## src/design/bcl_pkg.sv

```systemverilog
// Shared types and constants for the battery capacity lookup unit.
`timescale 1ns / 1ps
`default_nettype none

package bcl_pkg;

  localparam int unsigned VoltageRows = 16;
  localparam int unsigned CurrentCols = 16;
  localparam int unsigned Depth       = VoltageRows * CurrentCols;
  localparam int unsigned AddrW       = $clog2(Depth);
  localparam int unsigned RIdxW       = $clog2(VoltageRows);
  localparam int unsigned CIdxW       = $clog2(CurrentCols);
  localparam int unsigned SIdxW       = (RIdxW > CIdxW) ? RIdxW : CIdxW;

  localparam int unsigned RowW    = 4;
  localparam int unsigned ColW    = 4;
  localparam int unsigned MvW     = 16;
  localparam int unsigned MaW     = 18;
  localparam int unsigned MahW    = 16;
  localparam int unsigned StatusW = 2;
  localparam int unsigned CapW    = 24;
  localparam int unsigned FracW   = 8;

  // capacity values through the current stage stay well inside this width
  localparam int unsigned YW   = 48;
  // product and quotient width
  localparam int unsigned PW   = 64;
  localparam int unsigned CntW = $clog2(PW);
  localparam int unsigned MulSteps = MaW;

  localparam logic [StatusW-1:0] StatusOk    = 2'd0;
  localparam logic [StatusW-1:0] StatusBelow = 2'd1;
  localparam logic [StatusW-1:0] StatusAbove = 2'd2;

  localparam logic FuncWrite = 1'b0;

  typedef struct packed {
    logic             func;
    logic [RowW-1:0]  row;
    logic [ColW-1:0]  col;
    logic [MvW-1:0]   volts_mv;
    logic [MaW-1:0]   amps_ma;
    logic [MahW-1:0]  entry_mah;
  } in_item_t;

  typedef struct packed {
    logic [StatusW-1:0] status;
    logic [CapW-1:0]    capacity_q8;
  } out_item_t;

  typedef struct packed {
    logic [MvW-1:0]  mv;
    logic [MaW-1:0]  ma;
    logic [MahW-1:0] mah;
  } grid_entry_t;

  typedef enum logic [4:0] {
    OP_NONE,
    OP_RD_COL,
    OP_CMP_COL,
    OP_RD_ROW,
    OP_CMP_ROW,
    OP_RD_A,
    OP_CAP_A,
    OP_RD_B,
    OP_CAP_B,
    OP_LD_CUR,
    OP_LD_VOLT,
    OP_MUL,
    OP_DIV,
    OP_FIN_CUR,
    OP_FIN_VOLT,
    OP_PUSH
  } dp_op_e;

  typedef enum logic [1:0] {
    PH_LO,
    PH_HI,
    PH_VOLT
  } phase_e;

  typedef enum logic [3:0] {
    S_IDLE,
    S_COL_RD,
    S_COL_CMP,
    S_ROW_RD,
    S_ROW_CMP,
    S_RD_A,
    S_CAP_A,
    S_RD_B,
    S_CAP_B,
    S_LD,
    S_MUL,
    S_DIV,
    S_FIN,
    S_PUSH
  } state_e;

  typedef struct packed {
    logic   take;
    logic   upper;
    dp_op_e op;
  } cmd_t;

  typedef struct packed {
    logic is_query;
    logic hit;
    logic below;
    logic last;
    logic col_above;
    logic mul_last;
    logic div_last;
  } sts_t;

  function automatic logic [AddrW-1:0] grid_addr(input logic [RIdxW-1:0] r,
                                                 input logic [CIdxW-1:0] c);
    return AddrW'(int'(r) * CurrentCols + int'(c));
  endfunction

endpackage

`default_nettype wire

```

## src/design/bcl_ctrl.sv

```systemverilog
// Controller: sequences search, entry reads and the three interpolations.
`timescale 1ns / 1ps
`default_nettype none

module bcl_ctrl (
  input  wire            clk_i,
  input  wire            rst_ni,
  input  wire            in_valid_i,
  output logic           in_ready_o,
  output logic           out_valid_o,
  input  wire            out_ready_i,
  input  bcl_pkg::sts_t  sts_i,
  output bcl_pkg::cmd_t  cmd_o
);

  bcl_pkg::state_e state_q, state_d;
  bcl_pkg::phase_e phase_q, phase_d;
  logic            out_valid_q, out_valid_d;

  always_ff @(posedge clk_i or negedge rst_ni) begin
    if (!rst_ni) begin
      state_q     <= bcl_pkg::S_IDLE;
      phase_q     <= bcl_pkg::PH_LO;
      out_valid_q <= 1'b0;
    end else begin
      state_q     <= state_d;
      phase_q     <= phase_d;
      out_valid_q <= out_valid_d;
    end
  end

  always_comb begin
    state_d     = state_q;
    phase_d     = phase_q;
    out_valid_d = out_valid_q && !out_ready_i;
    in_ready_o  = 1'b0;
    cmd_o.take  = 1'b0;
    cmd_o.upper = (phase_q == bcl_pkg::PH_HI);
    cmd_o.op    = bcl_pkg::OP_NONE;

    case (state_q)
      bcl_pkg::S_IDLE: begin
        in_ready_o = 1'b1;
        if (in_valid_i) begin
          cmd_o.take = 1'b1;
          phase_d    = bcl_pkg::PH_LO;
          state_d    = sts_i.is_query ? bcl_pkg::S_COL_RD : bcl_pkg::S_PUSH;
        end
      end
      bcl_pkg::S_COL_RD: begin
        cmd_o.op = bcl_pkg::OP_RD_COL;
        state_d  = bcl_pkg::S_COL_CMP;
      end
      bcl_pkg::S_COL_CMP: begin
        cmd_o.op = bcl_pkg::OP_CMP_COL;
        if (sts_i.below) begin
          state_d = bcl_pkg::S_PUSH;
        end else if (sts_i.hit || sts_i.last) begin
          state_d = bcl_pkg::S_ROW_RD;
        end else begin
          state_d = bcl_pkg::S_COL_RD;
        end
      end
      bcl_pkg::S_ROW_RD: begin
        cmd_o.op = bcl_pkg::OP_RD_ROW;
        state_d  = bcl_pkg::S_ROW_CMP;
      end
      bcl_pkg::S_ROW_CMP: begin
        cmd_o.op = bcl_pkg::OP_CMP_ROW;
        if (sts_i.below) begin
          state_d = bcl_pkg::S_PUSH;
        end else if (sts_i.hit) begin
          state_d = sts_i.col_above ? bcl_pkg::S_PUSH : bcl_pkg::S_RD_A;
        end else if (sts_i.last) begin
          state_d = bcl_pkg::S_PUSH;
        end else begin
          state_d = bcl_pkg::S_ROW_RD;
        end
      end
      bcl_pkg::S_RD_A: begin
        cmd_o.op = bcl_pkg::OP_RD_A;
        state_d  = bcl_pkg::S_CAP_A;
      end
      bcl_pkg::S_CAP_A: begin
        cmd_o.op = bcl_pkg::OP_CAP_A;
        state_d  = bcl_pkg::S_RD_B;
      end
      bcl_pkg::S_RD_B: begin
        cmd_o.op = bcl_pkg::OP_RD_B;
        state_d  = bcl_pkg::S_CAP_B;
      end
      bcl_pkg::S_CAP_B: begin
        cmd_o.op = bcl_pkg::OP_CAP_B;
        state_d  = bcl_pkg::S_LD;
      end
      bcl_pkg::S_LD: begin
        cmd_o.op = (phase_q == bcl_pkg::PH_VOLT) ? bcl_pkg::OP_LD_VOLT : bcl_pkg::OP_LD_CUR;
        state_d  = bcl_pkg::S_MUL;
      end
      bcl_pkg::S_MUL: begin
        cmd_o.op = bcl_pkg::OP_MUL;
        if (sts_i.mul_last) begin
          state_d = bcl_pkg::S_DIV;
        end
      end
      bcl_pkg::S_DIV: begin
        cmd_o.op = bcl_pkg::OP_DIV;
        if (sts_i.div_last) begin
          state_d = bcl_pkg::S_FIN;
        end
      end
      bcl_pkg::S_FIN: begin
        case (phase_q)
          bcl_pkg::PH_LO: begin
            cmd_o.op = bcl_pkg::OP_FIN_CUR;
            phase_d  = bcl_pkg::PH_HI;
            state_d  = bcl_pkg::S_RD_A;
          end
          bcl_pkg::PH_HI: begin
            cmd_o.op = bcl_pkg::OP_FIN_CUR;
            phase_d  = bcl_pkg::PH_VOLT;
            state_d  = bcl_pkg::S_LD;
          end
          default: begin
            cmd_o.op = bcl_pkg::OP_FIN_VOLT;
            state_d  = bcl_pkg::S_PUSH;
          end
        endcase
      end
      bcl_pkg::S_PUSH: begin
        // hold until the output register is free
        if (!out_valid_q || out_ready_i) begin
          cmd_o.op    = bcl_pkg::OP_PUSH;
          out_valid_d = 1'b1;
          state_d     = bcl_pkg::S_IDLE;
        end
      end
      default: state_d = bcl_pkg::S_IDLE;
    endcase
  end

  assign out_valid_o = out_valid_q;

endmodule

`default_nettype wire

```

## config.mk

```make
export PLATFORM = sky130hd
export DESIGN_NAME = bcl_ctrl
export DESIGN_NICKNAME = d
export VERILOG_FILES = /design/src/design/bcl_pkg.sv /design/src/design/bcl_ctrl.sv
export SDC_FILE = /design/constraint.sdc
export NUM_CORES = 1
export LEC_CHECK = 0
export BUFFER_PORTS_ARGS = -buffer_cell sky130_fd_sc_hd__buf_2
export CORE_MARGIN = 1.5
export CORE_UTILIZATION = 58
export CTS_BUF_LIST = sky130_fd_sc_hd__clkbuf_8
export CTS_CLUSTER_DIAMETER = 150
export DETAILED_ROUTE_END_ITERATION = 16
export PLACE_DENSITY_LB_ADDON = 0.3
export REMOVE_ABC_BUFFERS = 1
export SYNTH_ARGS = -nofsm -noshare
export SYNTH_HDL_FRONTEND = slang
export SYNTH_SLANG_ARGS = --single-unit
```

## constraint.sdc

```tcl
create_clock -name clk_i -period 3.96 [get_ports clk_i]
set_clock_uncertainty 0.2 [all_clocks]
set_input_delay 0.396 -clock clk_i [delete_from_list [all_inputs] [get_ports clk_i]]
set_output_delay 0.396 -clock clk_i [all_outputs]
set_load 0.01 [all_outputs]
```

==> impl_metrics.tcl, run 1 <==
set metrics [dict create \
    avgViaCountPerCell 6.748 \
    crit_path_start_kind "flip-flop" \
    grt_use_met3_pct 8.523 \
    grt_max_degree 24 \
    yosysTopAreaCell "dfrtp_1" \
    final_area_um2 868.3 \
    die_width_um 39.49 \
    rsz0062_at_grt "false" \
    async_flop_share_pct 100.0 \
    cts.sinks 7 \
    antenna_found_initial 0 \
    finalSetupViolations 0 \
    cts.clk_slew.worst_paths_ns 0.04 \
    post-place-ws_ns 1.694 \
    drc 0 \
    min_period_ns 2.532 \
    dieHeight_um 39.49 \
    power-per-cell-area_nw_per_um2 857.9 \
    drt_iter0_drc 34 \
    post_cts_resized 0 \
    irDropWorstVdd_v 0.0004486 \
    place_congestion 0.8379 \
    busiest_layer "met2" \
    switching_share_pct 49.62 \
    layout.nets 121 \
    firstDrtPassIters 4 \
    use_met2_pct 45.90 \
    required_ns 3.36 \
    worstSetupPathType "reg2out" \
    clk_latency_ns 0.23 \
    design.core.area_um2 1171 \
    cts_tree "yes" \
    setup_tns_ns 0 \
    ys_seq_elements 7 \
    use_met1_pct 38.75 \
    portBuffers 18 \
    grt-ovfl-total 0 \
    synth_flop_cell "dfrtp_1" \
    seq_power_share_pct 30.3 \
    drt_wl_total_um 1896 \
    p_comb_share_pct 56.2 \
    rows 12 \
    antenna_cells 0 \
    setup_ws_ns 1.428 \
    grt_pass1_vias 667 \
    fin_hold_ws_ns 0.3380 \
    synth-edff-count 0 \
    ios 20 \
    arrival_ns 1.94 \
    pwr-share-clk_pct 13.4 \
    grt_pass1_wl_um 3029 \
    syn_inst 95 \
    grt.total_usage_pct 28.64 \
    h-tree-depth 1 \
    fin_crit_sh_pct 63.94 \
    switchingPower_mw 0.3696 \
    drtAntennaViolNets 0 \
    synth.area.top_cells "dfrtp_1 (23%), o21ai_0 (5.2%), buf_6 (4.4%)" \
    drive_above_1_share_pct 26.61 \
    tightest_slew_ns 0.7273 \
    final_common_cell "buf_2" \
    final_cell_mix "buf_2 (18), o21ai_0 (8), nor2_1 (8)" \
    p_int_mw 0.3753 \
    synth-seq-area-share_pct 22.69 \
    status "finished clean" \
    slew_violations 0 \
    end_kind "output port" \
    cts_buffers 3 \
    relSlewSlack_pct 51.51 \
    min_path_type "in2async" \
    netlist_area_um2 772.0 \
    avgRoutedWirePerCell_um 15.41 \
    postPlaceCellArea_um2 813.3 \
    clockRootBuffer "clkbuf_8" \
    synth_cell_types 43 \
    hold_viol 0 \
    vias 830 \
    cts_buffer_depth 2 \
    ys_warn_count 0 \
    r2r_setup_slack_ns 1.81 \
    initial_core_util_pct 65.92 \
    maxCapViolations 0 \
    die_area_um2 1559 \
    yosysTopAreaCellShare_pct 22.69 \
    p_leak_nw 0.3719 \
    area_growth_pct 12.48 \
    crit_fanout 23 \
    avgSynthCellArea_um2 8.126 \
    post-dp-hpwl_um 1293 \
    timing.fmax_mhz 394.9 \
]
==> timing repair <==
action                                 in CTS  in global routing
hold buffers                                1                  0
endpoints found under the hold margin       7                  0
buffers inserted                            0                  0
==> final cells by class <==
| type | count | area [um2] |
|---|---|---|
| multi-input combinational | 75 | 515.5 |
| fill | 95 | 302.8 |
| sequential | 7 | 175.2 |
| timing repair buffer | 19 | 100.1 |
| clock buffer | 3 | 41.29 |
| tap | 14 | 17.52 |
| inverter | 4 | 15.01 |
| clock inverter | 1 | 3.754 |
==> synth_stat cells, types with 2 or more instances <==
library cell,n
a31oi_1,2
nor2b_1,2
nand2_1,2
inv_1,4
clkbuf_1,2
nor4_1,2
nand3_1,3
nand2b_1,5
nor2_1,8
buf_6,3
o21a_1,2
o211ai_1,2
a221oi_1,2
buf_4,2
nand4b_1,2
dfrtp_1,7
o22ai_1,3
buf_2,2
nor3_1,4
a211oi_1,2
o21ai_0,8
a21oi_1,5
==> worst max-delay path, cell delays in order, from the launching register on <==
cell	delay (ns)
dfrtp_1	0.80
inv_1	0.22
a31oi_1	0.21
o22ai_1	0.09
a22o_1	0.25
buf_2	0.13
==> routing by layer <==
metal	share of wire, %	up-vias	routed length [um]
li1	-	390	-
met1	45	396	846
met2	49	44	934
met3	6.1	0	115
met4	0	0	0
met5	0	-	0
==> power groups by stage <==
stage               clock network, mW  logic, mW  registers [mW]
floorplan                           0      0.319           0.190
global placement                    0      0.406           0.220
CTS                            0.0999      0.417           0.222
finish                          0.100      0.419           0.226
global route                    0.104      0.467           0.236
detailed placement                  0      0.413           0.223
==> metrics by stage <==
stage | power (mW) | util (%) | instances
finish | 0.7449 | 74.15 | 123
global route | 0.8060 | 74.15 | 123
CTS | 0.7383 | 74.15 | 123
detailed placement | 0.6357 | 69.44 | 118
global placement | 0.6260 | 69.44 | 118
floorplan | 0.5091 | - | 86
==> sequential cells by signal, indices dropped and copies added (netlist names) <==
register / flops
out_valid_o: 1
phase_q: 2
state_q: 4
==> path summary, 6_finish.rpt <==
path,from,end,cells after the start
worst min-delay path,rst_ni,state_q[3]$_DFFE_PN0P_,2
min in group clk_i,out_ready_i,out_valid_o$_DFF_PN0_,3
max in group asynchronous,rst_ni,phase_q[1]$_DFFE_PN0P_,2
worst min register to register,out_valid_o$_DFF_PN0_,out_valid_o$_DFF_PN0_,2
worst max-delay path,state_q[2]$_DFFE_PN0P_,cmd_o[0],5
worst max register to register,state_q[2]$_DFFE_PN0P_,state_q[1]$_DFFE_PN0P_,4
==> cell families (layout without fill, tap and decap cells) <==
logic type      Yosys count  after routing  share of synthesized area [%]
compound gates           37             37                          37.60
simple gates             35             35                          26.10
buf+inv                  13             27                          10.53
flops                     7              7                          22.69
other cells               1              1                         0.4858
xor+xnor                  1              1                          1.135
mux                       1              1                          1.459
Power figures use the tool's default switching activity.
==> run 2: changes to the inputs <==
--- a/config.mk
+++ b/config.mk
@@ -7,7 +7,7 @@
 export LEC_CHECK = 0
 export BUFFER_PORTS_ARGS = -buffer_cell sky130_fd_sc_hd__buf_2
 export CORE_MARGIN = 1.5
-export CORE_UTILIZATION = 58
+export CORE_UTILIZATION = 49
 export CTS_BUF_LIST = sky130_fd_sc_hd__clkbuf_8
 export CTS_CLUSTER_DIAMETER = 150
 export DETAILED_ROUTE_END_ITERATION = 16
==> constraint.sdc (replaced) <==
create_clock -name clk_i -period 2.2 [get_ports clk_i]
set_clock_uncertainty 0.2 [all_clocks]
set_input_delay 0.22 -clock clk_i [delete_from_list [all_inputs] [get_ports clk_i]]
set_output_delay 0.22 -clock clk_i [all_outputs]
set_load 0.01 [all_outputs]
==> run 2 against run 1 <==
Sequential cell count stayed put. Via count is 0.24% lower. Power is 87% higher. Largest power group unchanged.
==> impl_metrics.tcl, run 2 (synthesized netlist as in run 1, its figures left out) <==
set metrics [dict create \
    status "finished clean" \
    portBuffers 18 \
    cts_tree "yes" \
    vias 828 \
    design.core.area_um2 1489 \
    post_cts_resized 0 \
    crit_path_start_kind "flip-flop" \
    fin_crit_sh_pct 91.66 \
    required_ns 1.78 \
    cts_buffers 3 \
    ios 20 \
    end_kind "output port" \
    grt_pass1_vias 763 \
    area_growth_pct 17.67 \
    final_area_um2 908.4 \
    firstDrtPassIters 5 \
    final_common_cell "buf_2" \
    dieHeight_um 42.69 \
    grt-ovfl-total 0 \
    drtAntennaViolNets 0 \
    power_mw 1.393 \
    p_leak_nw 0.3967 \
    layout.nets 126 \
    cts.clk_slew.worst_paths_ns 0.04 \
    drt_wl_total_um 1922 \
    arrival_ns 1.60 \
    largest-register "state_q" \
    antenna_cells 0 \
    max_stage_delay_ns 0.55 \
    slew_violations 0 \
    rows 14 \
    grt_max_degree 16 \
    post-dp-hpwl_um 1480 \
    min_period_ns 2.016 \
    fin_hold_ws_ns 0.1584 \
    setup_tns_ns 0 \
    postPlaceCellArea_um2 853.3 \
    avgRoutedWirePerCell_um 14.78 \
    grt_pass1_wl_um 3312 \
    antenna_found_initial 0 \
    crit_fanout 13 \
    setup_ws_ns 0.1836 \
    irDropWorstVdd_v 0.0007884 \
    post-place-ws_ns 0.2948 \
    hold_viol 0 \
    min_path_type "in2async" \
    timing.fmax_mhz 495.9 \
    initial_core_util_pct 51.85 \
    cp_cell_sequence "inv_1 -> a31oi_1 -> o22ai_1 -> a22o_1 -> buf_2" \
    drc 0 \
    largest_reg_flops 4 \
    final_cell_mix "buf_2 (18), o21ai_0 (8), nor2_1 (8)" \
    die_area_um2 1822 \
    maxCapViolations 0 \
    cts_buffer_depth 2 \
    clockRootBuffer "clkbuf_8" \
    cts.sinks 7 \
    drt_iter0_drc 12 \
    power-per-cell-area_nw_per_um2 1534 \
    post_cts_buffers 0 \
    place_congestion 0.8589 \
    grt.total_usage_pct 23.78 \
    drive_above_1_share_pct 29.82 \
    finalSetupViolations 0 \
    avgViaCountPerCell 6.369 \
    h-tree-depth 1 \
    worstSetupPathType "reg2out" \
    clk_latency_ns 0.22 \
    holdBufCountCts 1 \
    r2r_setup_slack_ns 0.28 \
    cp_top_family "flip-flops" \
    cp_slowest_cell "dfrtp_1" \
    die_width_um 42.69 \
    cp_num_buf_inv 2 \
    rsz0062_at_grt "false" \
]
==> run 2: changes by cell type in the layout (fill, tap and decap cells not counted), sizes merged <==
| cell | delta |
|---|---|
| buf | +5 |
==> run 2: where the power goes <==
group	total [mW]	switching, mW	internal, mW
combinational	0.908	0.479	0.429
sequential	0.312	0.131	0.181
clock	0.173	0.0523	0.120
==> run 2: per-stage QoR <==
step	utilization [%]	instances
detailed placement	57.31	125
CTS	61.01	130
global placement	57.31	125
global route	61.01	130
finish	61.01	130
floorplan	-	86
==> run 2: final cells by class <==
type                       count  area, um2
inverter                       4      15.01
timing repair buffer          24      137.6
sequential                     7      175.2
clock inverter                 1      3.754
fill                         141      580.6
multi-input combinational     75      515.5
tap                           16      20.02
clock buffer                   3      41.29
==> run 2: worst paths after layout <==
| path | depth (start not counted) | startpoint | end |
|---|---|---|---|
| min reg2reg | 2 | out_valid_o$_DFF_PN0_ | out_valid_o$_DFF_PN0_ |
| max in group asynchronous | 2 | rst_ni | state_q[0]$_DFFE_PN0P_ |
| max reg2reg | 4 | state_q[3]$_DFFE_PN0P_ | state_q[1]$_DFFE_PN0P_ |
| max | 5 | state_q[2]$_DFFE_PN0P_ | cmd_o[0] |
| min | 2 | rst_ni | phase_q[0]$_DFFE_PN0P_ |
| min in group clk_i | 3 | out_ready_i | out_valid_o$_DFF_PN0_ |
==> run 2: per-layer routing <==
metal  track usage (%)  vias up  share of wire [%]
met3             2.979        2                2.6
met1             30.11      403                 45
met5                 0        -                  0
li1                  -      403                  -
met4             10.63        0               0.83
met2             40.00       20                 52
==> run 3: changes to the inputs <==
--- a/config.mk
+++ b/config.mk
@@ -7,8 +7,7 @@
 export LEC_CHECK = 0
 export BUFFER_PORTS_ARGS = -buffer_cell sky130_fd_sc_hd__buf_2
 export CORE_MARGIN = 1.5
-export CORE_UTILIZATION = 49
-export CTS_BUF_LIST = sky130_fd_sc_hd__clkbuf_8
+export CORE_UTILIZATION = 46
 export CTS_CLUSTER_DIAMETER = 150
 export DETAILED_ROUTE_END_ITERATION = 16
 export PLACE_DENSITY_LB_ADDON = 0.3
==> run 3 against run 2 <==
Global-route usage shrank 0.77 points. Clock-buffer cell count rose by 1. Setup slack worse by 0.045 ns. Power increased by 1.7%. Critical path depth unchanged. Die area increased by 6.1%. Routed wire length increased by 4.7%. Largest cell class unchanged. Sequential cell count did not move.
==> impl_metrics.tcl, run 3 (synthesized netlist as in run 1, its figures left out) <==
set metrics [dict create \
    hold_viol 0 \
    antenna_cells 0 \
    design.core.area_um2 1541 \
    grt_pass1_wl_um 3312 \
    grt.total_usage_pct 23.01 \
    rows 14 \
    portBuffers 18 \
    firstDrtPassIters 4 \
    drtAntennaViolNets 0 \
    p_int_mw 0.7303 \
    worstSetupPathType "reg2out" \
    post-dp-hpwl_um 1536 \
    setup_ws_ns 0.1389 \
    clk_latency_ns 0.25 \
    area_growth_pct 19.61 \
    p_leak_nw 0.4002 \
    timing.fmax_mhz 485.2 \
    switchingPower_mw 0.6861 \
    layout.nets 130 \
    grt_max_degree 19 \
    initial_core_util_pct 50.08 \
    clockRootBuffer "clkbuf_4" \
    cts_buffers 3 \
    cts.clk_slew.worst_paths_ns 0.05 \
    setup_tns_ns 0 \
    cp_slowest_cell "dfrtp_1" \
    cts.sinks 7 \
    end_kind "output port" \
    finalSetupViolations 0 \
    avgViaCountPerCell 6.239 \
    crit_fanout 18 \
    drc 0 \
    drt_iter0_drc 24 \
    switching_share_pct 48.44 \
    largest_reg_flops 4 \
    grt_pass1_vias 750 \
    fin_crit_sh_pct 93.69 \
    min_period_ns 2.061 \
    pwr-share-clk_pct 8.4 \
    crit_path_start_kind "flip-flop" \
    arrival_ns 1.64 \
    tightest_slew_ns 0.5160 \
    place_congestion 0.9485 \
    drive_above_1_share_pct 34.75 \
    largest-register "state_q" \
    antenna_found_initial 0 \
    cp_cell_sequence "nand2b_1 -> buf_4 -> o22ai_1 -> a22o_1 -> buf_2" \
    cts_tree "yes" \
    ios 20 \
    die_width_um 43.97 \
    max_stage_delay_ns 0.66 \
    final_cell_mix "buf_2 (18), buf_4 (9), o21ai_0 (8), nor2_1 (8)" \
    relSlewSlack_pct 65.60 \
    vias 836 \
    required_ns 1.78 \
    drt_wl_total_um 2012 \
    status "finished clean" \
    min_path_type "in2async" \
    die_area_um2 1933 \
    grt-ovfl-total 0 \
    rr_worst_depth 4 \
    avgRoutedWirePerCell_um 15.01 \
    cts_buffer_depth 2 \
    h-tree-depth 1 \
    maxCapViolations 0 \
    seq_power_share_pct 24.8 \
    fillCellCount 149 \
    post_cts_buffers 0 \
    dieHeight_um 43.97 \
    irDropWorstVdd_v 0.0007257 \
    slew_violations 0 \
    post-place-ws_ns 0.2536 \
    power-per-cell-area_nw_per_um2 1534 \
    p_comb_share_pct 66.8 \
    rsz0062_at_grt "false" \
    final_common_cell "buf_2" \
]
[run 3: cell count changes in the layout (fill, tap and decap cells not counted), sizes merged]
cell,previous run,this run
buf,23,27
clkbuf,3,4
inv,5,4
[run 3: timing repair]
action                                 CTS  global route
gates resized for setup                  0             3
setup endpoints to repair                0             2
hold buffers                             1             0
endpoints found under the hold margin    7             0
[run 3: cell type report]
class	instances	area, um2	area share (%)
Tap cell	16	20.02	2.168
Multi-Input combinational cell	75	515.5	55.83
Sequential cell	7	178.9	19.38
Clock buffer	4	26.28	2.846
Inverter	4	15.01	1.626
Timing Repair Buffer	28	167.7	18.16
[run 3: layer usage]
metal  vias to the layer above  track usage [%]  share of wire [%]
met4                         0            13.94                2.7
met5                         -                0                  0
met2                        37            36.47                 47
met1                       385            30.59                 45
met3                         7            1.250                5.0
li1                        407                -                  -
[run 3: stage by stage]
stage / area [um2] / total power, mW / std cells / util [%] / hold slack (ns)
floorplan: 705.7 / 0.9163 / 86 / - / -0.2756
CTS: 919.6 / 1.400 / 134 / 59.66 / 0.1222
finish: 923.4 / 1.416 / 134 / 59.90 / 0.1271
global route: 923.4 / 1.532 / 134 / 59.90 / 0.1425
global placement: 883.3 / 1.260 / 129 / 57.31 / -0.1400
detailed placement: 883.3 / 1.274 / 129 / 57.31 / -0.1345
[run 3: worst paths after layout]
kind / startpoint / end / slack, ns
worst min-delay path: rst_ni / state_q[1]$_DFFE_PN0P_ / 0.13
worst max register to register: state_q[1]$_DFFE_PN0P_ / state_q[1]$_DFFE_PN0P_ / 0.22
max in group asynchronous: rst_ni / state_q[0]$_DFFE_PN0P_ / 1.50
min in group clk_i: out_ready_i / out_valid_o$_DFF_PN0_ / 0.14
worst max-delay path: state_q[1]$_DFFE_PN0P_ / cmd_o[0] / 0.14
worst min register to register: out_valid_o$_DFF_PN0_ / out_valid_o$_DFF_PN0_ / 0.40
[run 3: critical path, delay by kind of cell, from the launching register on]
family	cells	cell delay [ns]
AO/OA/AOI/OAI	2	0.28
buffers and inverters	2	0.29
AND/OR/NAND/NOR	1	0.15
flip-flops	1	0.66
[run 3: power by group through the flow]
stage / registers, mW / logic, mW / clock network (mW)
2_1_floorplan: 0.343 / 0.574 / 0
3_3_place_gp: 0.341 / 0.919 / 0
3_5_place_dp: 0.342 / 0.932 / 0
4_1_cts: 0.338 / 0.938 / 0.125
5_1_grt: 0.370 / 1.03 / 0.127
6_report: 0.351 / 0.946 / 0.120
